--- src/rtl/ufb_pkg.sv ---
`timescale 1ns / 1ps

package ufb_pkg;

  // Field widths fixed by the register map and the item format
  localparam int WAIT_W  = 24;
  localparam int BYTE_W  = 8;
  localparam int ELAP_W  = 16;
  localparam int CMD_W   = 2;
  localparam int STAT_W  = 2;
  localparam int CFG_A_W = 1;

  // Command codes
  localparam logic [CMD_W-1:0] CMD_TICK  = 2'd0;
  localparam logic [CMD_W-1:0] CMD_WRITE = 2'd1;
  localparam logic [CMD_W-1:0] CMD_READ  = 2'd2;

  // Status codes
  localparam logic [STAT_W-1:0] STAT_OK         = 2'd0;
  localparam logic [STAT_W-1:0] STAT_WR_DROPPED = 2'd1;
  localparam logic [STAT_W-1:0] STAT_RD_EMPTY   = 2'd2;

  // Configuration register indexes
  localparam logic [CFG_A_W-1:0] CFG_READ_WAIT  = 1'd0;
  localparam logic [CFG_A_W-1:0] CFG_WRITE_WAIT = 1'd1;

  // Reset value of both pacing registers
  localparam logic [WAIT_W-1:0] WAIT_RESET = 24'd60000;

  typedef struct packed {
    logic [CMD_W-1:0]  cmd;
    logic [BYTE_W-1:0] write_data;
    logic [ELAP_W-1:0] elapsed_cycles;
    logic              partner_accepting;
    logic              partner_has_byte;
    logic [BYTE_W-1:0] partner_byte;
  } ufb_in_t;

  typedef struct packed {
    logic [BYTE_W-1:0] read_data;
    logic              to_partner_valid;
    logic [BYTE_W-1:0] to_partner_byte;
    logic              partner_byte_taken;
    logic              write_ready;
    logic              read_ready;
    logic [STAT_W-1:0] status;
  } ufb_out_t;

  // Commands from the controller to the datapath
  typedef struct packed {
    logic capture;  // latch the accepted input transaction
    logic update;   // commit ring/countdown state and load the result
  } ufb_ctrl_t;

endpackage

--- src/rtl/ufb_ram.sv ---
`timescale 1ns / 1ps

module ufb_ram #(
  parameter int WIDTH = 8,
  parameter int DEPTH = 64
) (
  input  logic                     clk,
  input  logic                     wr_en,
  input  logic [$clog2(DEPTH)-1:0] wr_addr,
  input  logic [WIDTH-1:0]         wr_data,
  input  logic [$clog2(DEPTH)-1:0] rd_addr,
  output logic [WIDTH-1:0]         rd_data
);

  logic [WIDTH-1:0] mem [DEPTH];
  logic [WIDTH-1:0] rd_data_r;

  // One write port, one registered read port
  always_ff @(posedge clk) begin
    if (wr_en) begin
      mem[wr_addr] <= wr_data;
    end
    rd_data_r <= mem[rd_addr];
  end

  assign rd_data = rd_data_r;

endmodule

--- src/rtl/ufb_ctrl.sv ---
`timescale 1ns / 1ps

module ufb_ctrl (
  input  logic               clk,
  input  logic               rst_n,
  input  logic               in_valid,
  output logic               in_stall,
  output logic               out_valid,
  input  logic               out_stall,
  output ufb_pkg::ufb_ctrl_t ctrl
);

  import ufb_pkg::*;

  localparam logic [1:0] ST_IDLE = 2'd0;
  localparam logic [1:0] ST_READ = 2'd1;
  localparam logic [1:0] ST_DONE = 2'd2;

  logic [1:0] state_r, state_nxt;
  logic       out_valid_r, out_valid_nxt;
  logic       out_free;

  // Output register can take a new result when empty or being drained
  assign out_free = !out_valid_r || !out_stall;

  always_comb begin
    state_nxt     = state_r;
    out_valid_nxt = out_valid_r && out_stall;
    ctrl.capture  = 1'b0;
    ctrl.update   = 1'b0;
    case (state_r)
      ST_IDLE: begin
        if (in_valid) begin
          ctrl.capture = 1'b1;
          state_nxt    = ST_READ;
        end
      end
      // ring RAM read data settles here
      ST_READ: begin
        state_nxt = ST_DONE;
      end
      ST_DONE: begin
        if (out_free) begin
          ctrl.update   = 1'b1;
          out_valid_nxt = 1'b1;
          state_nxt     = ST_IDLE;
        end
      end
      default: begin
        state_nxt = ST_IDLE;
      end
    endcase
  end

  always_ff @(posedge clk) begin
    if (!rst_n) begin
      state_r     <= ST_IDLE;
      out_valid_r <= 1'b0;
    end else begin
      state_r     <= state_nxt;
      out_valid_r <= out_valid_nxt;
    end
  end

  assign in_stall  = (state_r != ST_IDLE);
  assign out_valid = out_valid_r;

endmodule

--- src/rtl/ufb_datapath.sv ---
`timescale 1ns / 1ps

module ufb_datapath #(
  parameter int TX_DEPTH = 64,
  parameter int RX_DEPTH = 64
) (
  input  logic                                clk,
  input  logic                                rst_n,
  input  ufb_pkg::ufb_ctrl_t                  ctrl,
  input  ufb_pkg::ufb_in_t                    in_data,
  input  logic                                cfg_we,
  input  logic [ufb_pkg::CFG_A_W-1:0]         cfg_addr,
  input  logic [ufb_pkg::WAIT_W-1:0]          cfg_data,
  output ufb_pkg::ufb_out_t                   out_data
);

  import ufb_pkg::*;

  localparam int TX_PW = $clog2(TX_DEPTH);
  localparam int RX_PW = $clog2(RX_DEPTH);
  localparam logic [TX_PW-1:0] TX_LAST = TX_PW'(TX_DEPTH - 1);
  localparam logic [RX_PW-1:0] RX_LAST = RX_PW'(RX_DEPTH - 1);

  // Pacing registers
  logic [WAIT_W-1:0] read_wait_r, write_wait_r;

  always_ff @(posedge clk) begin
    if (!rst_n) begin
      read_wait_r  <= WAIT_RESET;
      write_wait_r <= WAIT_RESET;
    end else if (cfg_we) begin
      case (cfg_addr)
        CFG_READ_WAIT:  read_wait_r  <= cfg_data;
        CFG_WRITE_WAIT: write_wait_r <= cfg_data;
        default: ;
      endcase
    end
  end

  // Captured input transaction
  ufb_in_t in_r;

  always_ff @(posedge clk) begin
    if (ctrl.capture) begin
      in_r <= in_data;
    end
  end

  // Ring pointers and countdowns
  logic [TX_PW-1:0]  tx_head_r, tx_head_nxt, tx_tail_r, tx_tail_nxt;
  logic [RX_PW-1:0]  rx_head_r, rx_head_nxt, rx_tail_r, rx_tail_nxt;
  logic [WAIT_W-1:0] read_cd_r, read_cd_nxt, write_cd_r, write_cd_nxt;
  ufb_out_t          out_r, out_nxt;

  logic [BYTE_W-1:0] tx_rd_data, rx_rd_data;
  logic              tx_wr_en, rx_wr_en;

  logic [TX_PW-1:0]  tx_head_inc, tx_tail_inc;
  logic [RX_PW-1:0]  rx_head_inc, rx_tail_inc;
  logic [WAIT_W-1:0] elapsed_ext;
  logic              tx_full, tx_empty, rx_room, rx_empty;

  assign tx_head_inc = (tx_head_r == TX_LAST) ? '0 : tx_head_r + 1'b1;
  assign tx_tail_inc = (tx_tail_r == TX_LAST) ? '0 : tx_tail_r + 1'b1;
  assign rx_head_inc = (rx_head_r == RX_LAST) ? '0 : rx_head_r + 1'b1;
  assign rx_tail_inc = (rx_tail_r == RX_LAST) ? '0 : rx_tail_r + 1'b1;

  // A ring holds at most depth minus one bytes
  assign tx_full  = (tx_head_inc == tx_tail_r);
  assign tx_empty = (tx_head_r == tx_tail_r);
  assign rx_room  = (rx_head_inc != rx_tail_r);
  assign rx_empty = (rx_head_r == rx_tail_r);

  assign elapsed_ext = {{(WAIT_W-ELAP_W){1'b0}}, in_r.elapsed_cycles};

  always_comb begin
    tx_head_nxt  = tx_head_r;
    tx_tail_nxt  = tx_tail_r;
    rx_head_nxt  = rx_head_r;
    rx_tail_nxt  = rx_tail_r;
    read_cd_nxt  = read_cd_r;
    write_cd_nxt = write_cd_r;
    tx_wr_en     = 1'b0;
    rx_wr_en     = 1'b0;
    out_nxt      = '0;
    case (in_r.cmd)
      CMD_TICK: begin
        // send, receive, count down; read wait if rx nonempty
        if (in_r.partner_accepting && !tx_empty) begin
          out_nxt.to_partner_valid = 1'b1;
          out_nxt.to_partner_byte  = tx_rd_data;
          tx_tail_nxt              = tx_tail_inc;
        end
        if (in_r.partner_has_byte && rx_room) begin
          rx_wr_en                   = ctrl.update;
          rx_head_nxt                = rx_head_inc;
          out_nxt.partner_byte_taken = 1'b1;
        end
        if (rx_head_nxt != rx_tail_r) begin
          read_cd_nxt = (read_cd_r <= elapsed_ext) ? '0 : read_cd_r - elapsed_ext;
        end
        write_cd_nxt = (write_cd_r <= elapsed_ext) ? '0 : write_cd_r - elapsed_ext;
      end
      CMD_WRITE: begin
        if (tx_full) begin
          out_nxt.status = STAT_WR_DROPPED;
        end else begin
          tx_wr_en     = ctrl.update;
          tx_head_nxt  = tx_head_inc;
          write_cd_nxt = write_wait_r;
        end
      end
      CMD_READ: begin
        if (rx_empty) begin
          out_nxt.status = STAT_RD_EMPTY;
        end else begin
          out_nxt.read_data = rx_rd_data;
          rx_tail_nxt       = rx_tail_inc;
          read_cd_nxt       = read_wait_r;
        end
      end
      default: ;
    endcase
    out_nxt.write_ready = (write_cd_nxt == '0);
    out_nxt.read_ready  = (read_cd_nxt == '0);
  end

  always_ff @(posedge clk) begin
    if (!rst_n) begin
      tx_head_r  <= '0;
      tx_tail_r  <= '0;
      rx_head_r  <= '0;
      rx_tail_r  <= '0;
      read_cd_r  <= '0;
      write_cd_r <= '0;
    end else if (ctrl.update) begin
      tx_head_r  <= tx_head_nxt;
      tx_tail_r  <= tx_tail_nxt;
      rx_head_r  <= rx_head_nxt;
      rx_tail_r  <= rx_tail_nxt;
      read_cd_r  <= read_cd_nxt;
      write_cd_r <= write_cd_nxt;
    end
  end

  // Result register
  always_ff @(posedge clk) begin
    if (ctrl.update) begin
      out_r <= out_nxt;
    end
  end

  assign out_data = out_r;

  // Ring storage; read ports always sit on the read index
  ufb_ram #(
    .WIDTH (BYTE_W),
    .DEPTH (TX_DEPTH)
  ) u_tx_ring (
    .clk     (clk),
    .wr_en   (tx_wr_en),
    .wr_addr (tx_head_r),
    .wr_data (in_r.write_data),
    .rd_addr (tx_tail_r),
    .rd_data (tx_rd_data)
  );

  ufb_ram #(
    .WIDTH (BYTE_W),
    .DEPTH (RX_DEPTH)
  ) u_rx_ring (
    .clk     (clk),
    .wr_en   (rx_wr_en),
    .wr_addr (rx_head_r),
    .wr_data (in_r.partner_byte),
    .rd_addr (rx_tail_r),
    .rd_data (rx_rd_data)
  );

endmodule

--- src/rtl/uart_fifo_bridge_with_pacing.sv ---
`timescale 1ns / 1ps

// UART bridge with a transmit ring and a receive ring, each holding up to
// depth minus one bytes, plus read and write pacing countdowns. Each input
// transaction is a tick (hand one byte to the partner, take one from it,
// count the waits down), a processor write or a processor read, and yields
// exactly one result transaction. An item passes from acceptance through a
// registered ring RAM read at the read index to the state update that loads
// the output register once any held result is taken; the next item is
// accepted only after that update. The output register holds a result while
// the next item is being worked on. The rings need no clearing after reset.
// Write the pacing registers only while the block is idle.
module uart_fifo_bridge_with_pacing #(
  parameter int TX_DEPTH = 64,
  parameter int RX_DEPTH = 64
) (
  input  logic                        clk,
  input  logic                        rst_n,
  input  logic                        in_valid,
  output logic                        in_stall,
  input  ufb_pkg::ufb_in_t            in_data,
  output logic                        out_valid,
  input  logic                        out_stall,
  output ufb_pkg::ufb_out_t           out_data,
  input  logic                        cfg_we,
  input  logic [ufb_pkg::CFG_A_W-1:0] cfg_addr,
  input  logic [ufb_pkg::WAIT_W-1:0]  cfg_data
);

  import ufb_pkg::*;

  ufb_ctrl_t ctrl;

  // Sequencer and handshake
  ufb_ctrl u_ctrl (
    .clk       (clk),
    .rst_n     (rst_n),
    .in_valid  (in_valid),
    .in_stall  (in_stall),
    .out_valid (out_valid),
    .out_stall (out_stall),
    .ctrl      (ctrl)
  );

  // Rings, pointers, countdowns and result register
  ufb_datapath #(
    .TX_DEPTH (TX_DEPTH),
    .RX_DEPTH (RX_DEPTH)
  ) u_datapath (
    .clk      (clk),
    .rst_n    (rst_n),
    .ctrl     (ctrl),
    .in_data  (in_data),
    .cfg_we   (cfg_we),
    .cfg_addr (cfg_addr),
    .cfg_data (cfg_data),
    .out_data (out_data)
  );

endmodule
--- config.mk ---
export PLATFORM = sky130hd
export DESIGN_NAME = uart_fifo_bridge_with_pacing
export DESIGN_NICKNAME = d
export VERILOG_FILES = /design/src/rtl/ufb_pkg.sv /design/src/rtl/ufb_ram.sv /design/src/rtl/ufb_ctrl.sv /design/src/rtl/ufb_datapath.sv /design/src/rtl/uart_fifo_bridge_with_pacing.sv
export SDC_FILE = /design/constraint.sdc
export NUM_CORES = 2
export LEC_CHECK = 0
export ABC_AREA = 0
export BUFFER_PORTS_ARGS = -buffer_cell sky130_fd_sc_hd__buf_2
export CAP_MARGIN = 10
export CORE_MARGIN = 3
export CORE_UTILIZATION = 45
export DETAILED_ROUTE_END_ITERATION = 16
export SYNTH_ARGS = -nofsm -noshare
export SYNTH_HDL_FRONTEND = slang
export SYNTH_HIERARCHICAL = 1
export SYNTH_SLANG_ARGS = --single-unit
--- constraint.sdc ---
create_clock -name clk -period 10.6 [get_ports clk]
set_input_delay 3.18 -clock clk [delete_from_list [all_inputs] [get_ports clk]]
set_output_delay 3.18 -clock clk [all_outputs]
set_load 0.02 [all_outputs]
# ---- Word level (Yosys, flattened, before mapping)
# Memory sizes are Yosys's and may differ from the RTL's. A register that Yosys moved wholly into a read port is not among the register bits.
# Cells that the tools add are included.
dict set report word_totals {
  register_bits 181
  latchBits 0
  mem_bits_rw 1024
  rom_bits 0
  in_bits 66
  out_inout_bits 24
  elab_cells 108
  memories 2
}
dict set report op_classes {
  n_addsub 6
  n_mul 0
  n_div 0
  n_lt_le_gt_ge 2
  n_eq_ne 15
  shifts 0
  muxes 35
  bitwise_logic 4
  reduce_logical 21
}
# memory words width read_ports rd_clocked_by_memory_dff write_ports line_no
set memory_table {}
lappend memory_table {u_datapath.u_rx_ring.mem 64 8 1 1 1 ufb_ram.sv:15} ;# logic [WIDTH-1:0] mem [DEPTH];
lappend memory_table {u_datapath.u_tx_ring.mem 64 8 1 1 1 ufb_ram.sv:15}
# cell n
set op_table {}
lappend op_table {{$mux 24} 5}
lappend op_table {{$pmux 24 s2} 2}
lappend op_table {{$le 24x16->1} 2}
lappend op_table {{$logic_not 24->1} 2}
lappend op_table {{$sub 24x16->24} 2}
lappend op_table {{$mux 6} 6}
lappend op_table {{$add 6x1->6 const B} 4}
lappend op_table {{$eq 6x6->1 const B} 4}
lappend op_table {{$eq 6x6->1} 3}
lappend op_table {{$mux 1} 16}
lappend op_table {{$ne 6x6->1} 2}
lappend op_table {{$reduce_and 2->1} 5}
lappend op_table {{$mux 9} 1}
lappend op_table {{$reduce_and 3->1} 3}
lappend op_table {{$mux 2} 3}
lappend op_table {{$pmux 2 s3} 1}
lappend op_table {{$eq 2x1->1 const B} 2}
lappend op_table {{$eq 2x2->1 const B} 2}
lappend op_table {{$logic_not 2->1} 2}
lappend op_table {{$not 1->1} 4}
lappend op_table {{$pmux 2 s2} 1}
lappend op_table {{$logic_and 1x1->1} 3}
lappend op_table {{$logic_not 1->1} 3}
lappend op_table {{$ne 2x1->1 const B} 1}
lappend op_table {{other kinds (4)} 4}

# ---- Longest topological paths before layout
dict set report depth {
  depth_word 10
  ltp_mapped 16
  ltp_nobuf 15
}

# ---- Hierarchy
# The synthesis kept the hierarchy.
# mod instances cells_each area_per_inst_um2
set by_module_without_submodules {}
lappend by_module_without_submodules {ufb_ram 2 940 20166.8}
lappend by_module_without_submodules {ufb_datapath 1 1137 9930.8}
lappend by_module_without_submodules {ufb_ctrl 1 13 130.1}

# ---- Worst setup path after synthesis
# No wires, ideal clock.
dict set report synth_path {
  path_kind {input-to-reg}
  start {input out_stall}
  end {memory u_datapath.u_tx_ring.mem[62][0], enable pin}
  setup_ps 370
  arrival_ps 5906
  required_ps 10230
  path_slack_ps 4323
  path_stages 7
  path_cell_list {a21oi_1 > clkbuf_1 > nand2_1 > inv_1 > nor2b_1 > nand3_1 > nor2_1}
}
dict set report synth_via {
  elab_chain_cells 8
}
# item line_no
set synth_lines {}
lappend synth_lines {{start: declaration} uart_fifo_bridge_with_pacing.sv:23} ;# input logic out_stall,
lappend synth_lines {{$logic_not 1->1} ufb_ctrl.sv:24} ;# assign out_free = !out_valid_r || !out_stall;
lappend synth_lines {{$logic_or 1x1->1} ufb_ctrl.sv:24}
lappend synth_lines {{$mux 1} ufb_ctrl.sv:43} ;# if (out_free) begin
lappend synth_lines {{$mux 1} ufb_ctrl.sv:31} ;# case (state_r)
lappend synth_lines {{$mux 1} ufb_datapath.sv:105} ;# if (tx_full) begin
lappend synth_lines {{$mux 1} ufb_datapath.sv:86} ;# case (in_r.cmd)
lappend synth_lines {{named net u_datapath.tx_wr_en} ufb_datapath.sv:56} ;# logic tx_wr_en, rx_wr_en;
lappend synth_lines {{$mux 1} ufb_ram.sv:20} ;# if (wr_en) begin
lappend synth_lines {{$mux 1 (not written as such)} ufb_ram.sv:21} ;# mem[wr_addr] <= wr_data;
lappend synth_lines {{end: declaration} ufb_ram.sv:15}
# The timed path passes the listed nets, and every way through them passes these cells.

==> metrics.txt <==
status=finished clean; router iterations before antenna repair=6; commonest cells after routing, fill and taps aside=edfxtp_1 (1082), nor2_1 (269), mux4_2 (252); area grow syn2layout=12.1%; Routability Congestion=0.887; H-tree depth=4; M2 GR Usage=0.347; routed wire length per instance=27.6 um; fmax=0.166 GHz; initial antenna violation count=1; Setup Buffers After CTS=0; mux contribution to synthesized area=0.130; antenna-violating nets left=0; logic gate share of total power=0.032; Worst-Skew Late Latency=0.74 ns; Post-Synth XOR/XNOR Area=0.00931; crit path to=u_datapath/u_rx_ring/mem[47][0]; Final period util=0.567; Post-CTS Resized=0; post-DP HPWL=79.2 mm; Sum Neg Setup Slack=0 ns; class of the worst hold path=reg -> reg; Top FF cell, synth=edfxtp_1; Setup-failing EPs final=0; Setup crit end kind=flop; area of the multi-input gates=14000 sq um; share of cells above drive strength 1=0.199; via count=28698; Leakage=17.7 nW; main combinational cell family by area after synthesis=multiplexers; Crit Path Max Fanout=18; initial DRC count=3266; Core ar.=111000 sq um; Post-route DRC=0; Critical Path Start=out_stall; fin crit period=6.01 ns; area leader, netlist=edfxtp_1; Worst Tran Pin Value=1.10 ns; sw frac=0.212; GRT busiest layer=met2; Max Cap Viol=0; Synth Area in Adders=0.0105; Compound-Gate Fraction of Synth Area=0.0609; Int Power=0.00804 W; PortBufs=89; Final nets=3232; die area=116000 sq um; sw power=0.00217 W; Post-synth ARST share=0; Fin Hold WS=0.460 ns; crit path DAT=6.35 ns; unique cell type count in the Yosys netlist=92; ranking of synthesized cells by area=edfxtp_1 (64%), mux4_2 (11%), dfxtp_1 (5.5%); crit path kind=in -> reg; YS warnings=6; post-synthesis simple-gate area fraction=0.0675; Yosys reg bits=1221; post-layout util=0.509; met3 Track Usage GR=0.0435; Critical R2R Launch=u_datapath/rx_head_r[1]; Hold-fix buffers, CTS=0; Clock Sinks=1221; Synth top area share=0.645; reg2reg path depth=10; CTS root buf=clkbuf_16; FP Rows=122; R2R Setup Slk=5.33 ns; fillers=8993; Worst R2R End=u_datapath/u_rx_ring/mem[47][0]; register area share after synthesis=0.700; crit path launch type=input pin; total gr overflow=0; Slew Limit Fails=0; skew final=0.0579 ns; synthesized area=50400 sq um; Worst VDD drop=0.175 mV; commonest non-fill, non-tap cell in the layout=edfxtp_1; RSZ-0062 raised after global routing=false; CTS tree=done; Chip Height=341 um; syn_nets=3137; IO Pins=90; total area of sequential cells=35300 sq um; all-layer global routing usage=0.224; total wire length=130 mm; CTS Buf Count=132; Worst slew margin=0.262; Synth Instances=3030; die width=341 um; final hold vios=0; clock share of power=0.449; Critical Path RT=10.94 ns; first-pass GRT wire length=193 mm; starting density of the core=0.454; vias in the first global route=28569; CTS Buffer Depth=3; Clk pin slew, worst setup/hold paths=0.06 ns; register share of total power=0.518; synthesized area per cell=16.6 sq um; EDFF count, synth=1082; met1 usage=0.318; Power Density=181 nW/um^2; pin count of the biggest net entering global routing=103; vias per cell=6.08
## stage by stage
stage | setup slack (ns) | area [sq um] | cells | total power (W)
2_1_floorplan | 4.32 | 50400 | 3030 | 0.00558
3_3_place_gp | 4.05 | 52100 | 4478 | 0.00572
3_5_place_dp | 3.86 | 52100 | 4478 | 0.00572
4_1_cts | 4.60 | 56500 | 4717 | 0.0103
5_1_grt | 4.40 | 56500 | 4718 | 0.0105
6_report | 4.59 | 56500 | 4719 | 0.0102
## power groups by stage
stage          registers (W)  logic [W]  clock network, W
2_1_floorplan        0.00542   0.000152                 0
3_3_place_gp         0.00539   0.000329                 0
3_5_place_dp         0.00539   0.000330                 0
6_report             0.00529   0.000332           0.00458
5_1_grt              0.00529   0.000360           0.00488
4_1_cts              0.00529   0.000331           0.00467
## worst min-delay path by stage
| stage | start | endpoint | cells after the start |
|---|---|---|---|
| final | u_datapath/read_wait_r[1] | u_datapath/read_wait_r[1] | 2 |
| after floorplan | u_datapath/read_wait_r[1] | u_datapath/read_wait_r[1] | 2 |
| after CTS | u_datapath/read_wait_r[1] | u_datapath/read_wait_r[1] | 2 |
| after global placement | u_datapath/read_wait_r[1] | u_datapath/read_wait_r[1] | 2 |
| after global routing | u_datapath/write_wait_r[17] | u_datapath/write_wait_r[17] | 2 |
| after detailed placement | u_datapath/read_wait_r[1] | u_datapath/read_wait_r[1] | 2 |
## synth_stat cells, types with 10 or more instances
cell type	number
nand4_1	18
nor4_1	16
xnor2_1	26
buf_6	11
o31ai_1	12
dfxtp_1	139
buf_4	30
o2111ai_1	10
mux2i_1	57
inv_1	49
mux2_2	26
nand2_1	199
a22oi_1	24
nor3_1	34
a221oi_1	20
o221ai_1	17
xor2_1	25
nand2b_1	26
and3_1	16
nor2b_1	35
nor2_1	269
o21a_1	17
a211oi_1	30
nand3_1	54
and2_1	18
mux4_2	252
a21o_1	14
o22ai_1	22
ha_1	39
clkbuf_1	87
a21oi_1	90
buf_2	22
a31oi_1	20
buf_1	12
edfxtp_1	1082
o21ai_0	49
## kinds of logic (layout without fill, tap and decap cells)
| group | count (synthesis) | count (layout) |
|---|---|---|
| flip-flops | 1221 | 1221 |
| AND/OR/NAND/NOR | 733 | 733 |
| AO/OA/AOI/OAI | 431 | 431 |
| multiplexers | 336 | 336 |
| buffers and inverters | 216 | 416 |
| XOR/XNOR | 52 | 52 |
| adder cells (fa/ha/maj) | 41 | 41 |
| other | 0 | 1 |
## critical path, stage by stage
cell     delay [ns]
buf_2          0.13
a21oi_4        0.59
nand2_1        0.35
inv_1          0.42
nand4_1        0.74
nor2_1         0.92
## layer usage
metal | part of all wire | vias to the layer above | routed length [um]
li1 | - | 12296 | -
met1 | 0.42 | 14735 | 54500
met2 | 0.47 | 1399 | 60800
met3 | 0.080 | 266 | 10400
met4 | 0.033 | 2 | 4290
met5 | 0.00013 | - | 17
## flip-flops by register name, indices dropped and copies added, names as in the netlist
signal	cells
u_ctrl/out_valid	1
u_ctrl/state_r	2
u_datapath/elapsed_ext	16
u_datapath/in_r	20
u_datapath/out_data	22
u_datapath/read_cd_r	24
u_datapath/read_wait_r	24
u_datapath/rx_head_r	6
u_datapath/rx_tail_r	6
u_datapath/tx_head_r	6
u_datapath/tx_tail_r	6
u_datapath/u_rx_ring/mem	512
u_datapath/u_rx_ring/rd_data	8
u_datapath/u_tx_ring/mem	512
u_datapath/u_tx_ring/rd_data	8
u_datapath/write_cd_r	24
u_datapath/write_wait_r	24
## area by class of cell
class | instances | share of cell area
Tap cell | 1488 | 0.0329
Clock buffer | 156 | 0.0625
Antenna cell | 1 | 0.0000443
Timing Repair Buffer | 127 | 0.0134
Clock inverter | 83 | 0.0145
Sequential cell | 1221 | 0.625
Inverter | 50 | 0.00332
Multi-Input combinational cell | 1593 | 0.249
No activity file was read; power rests on OpenSTA's default activity.
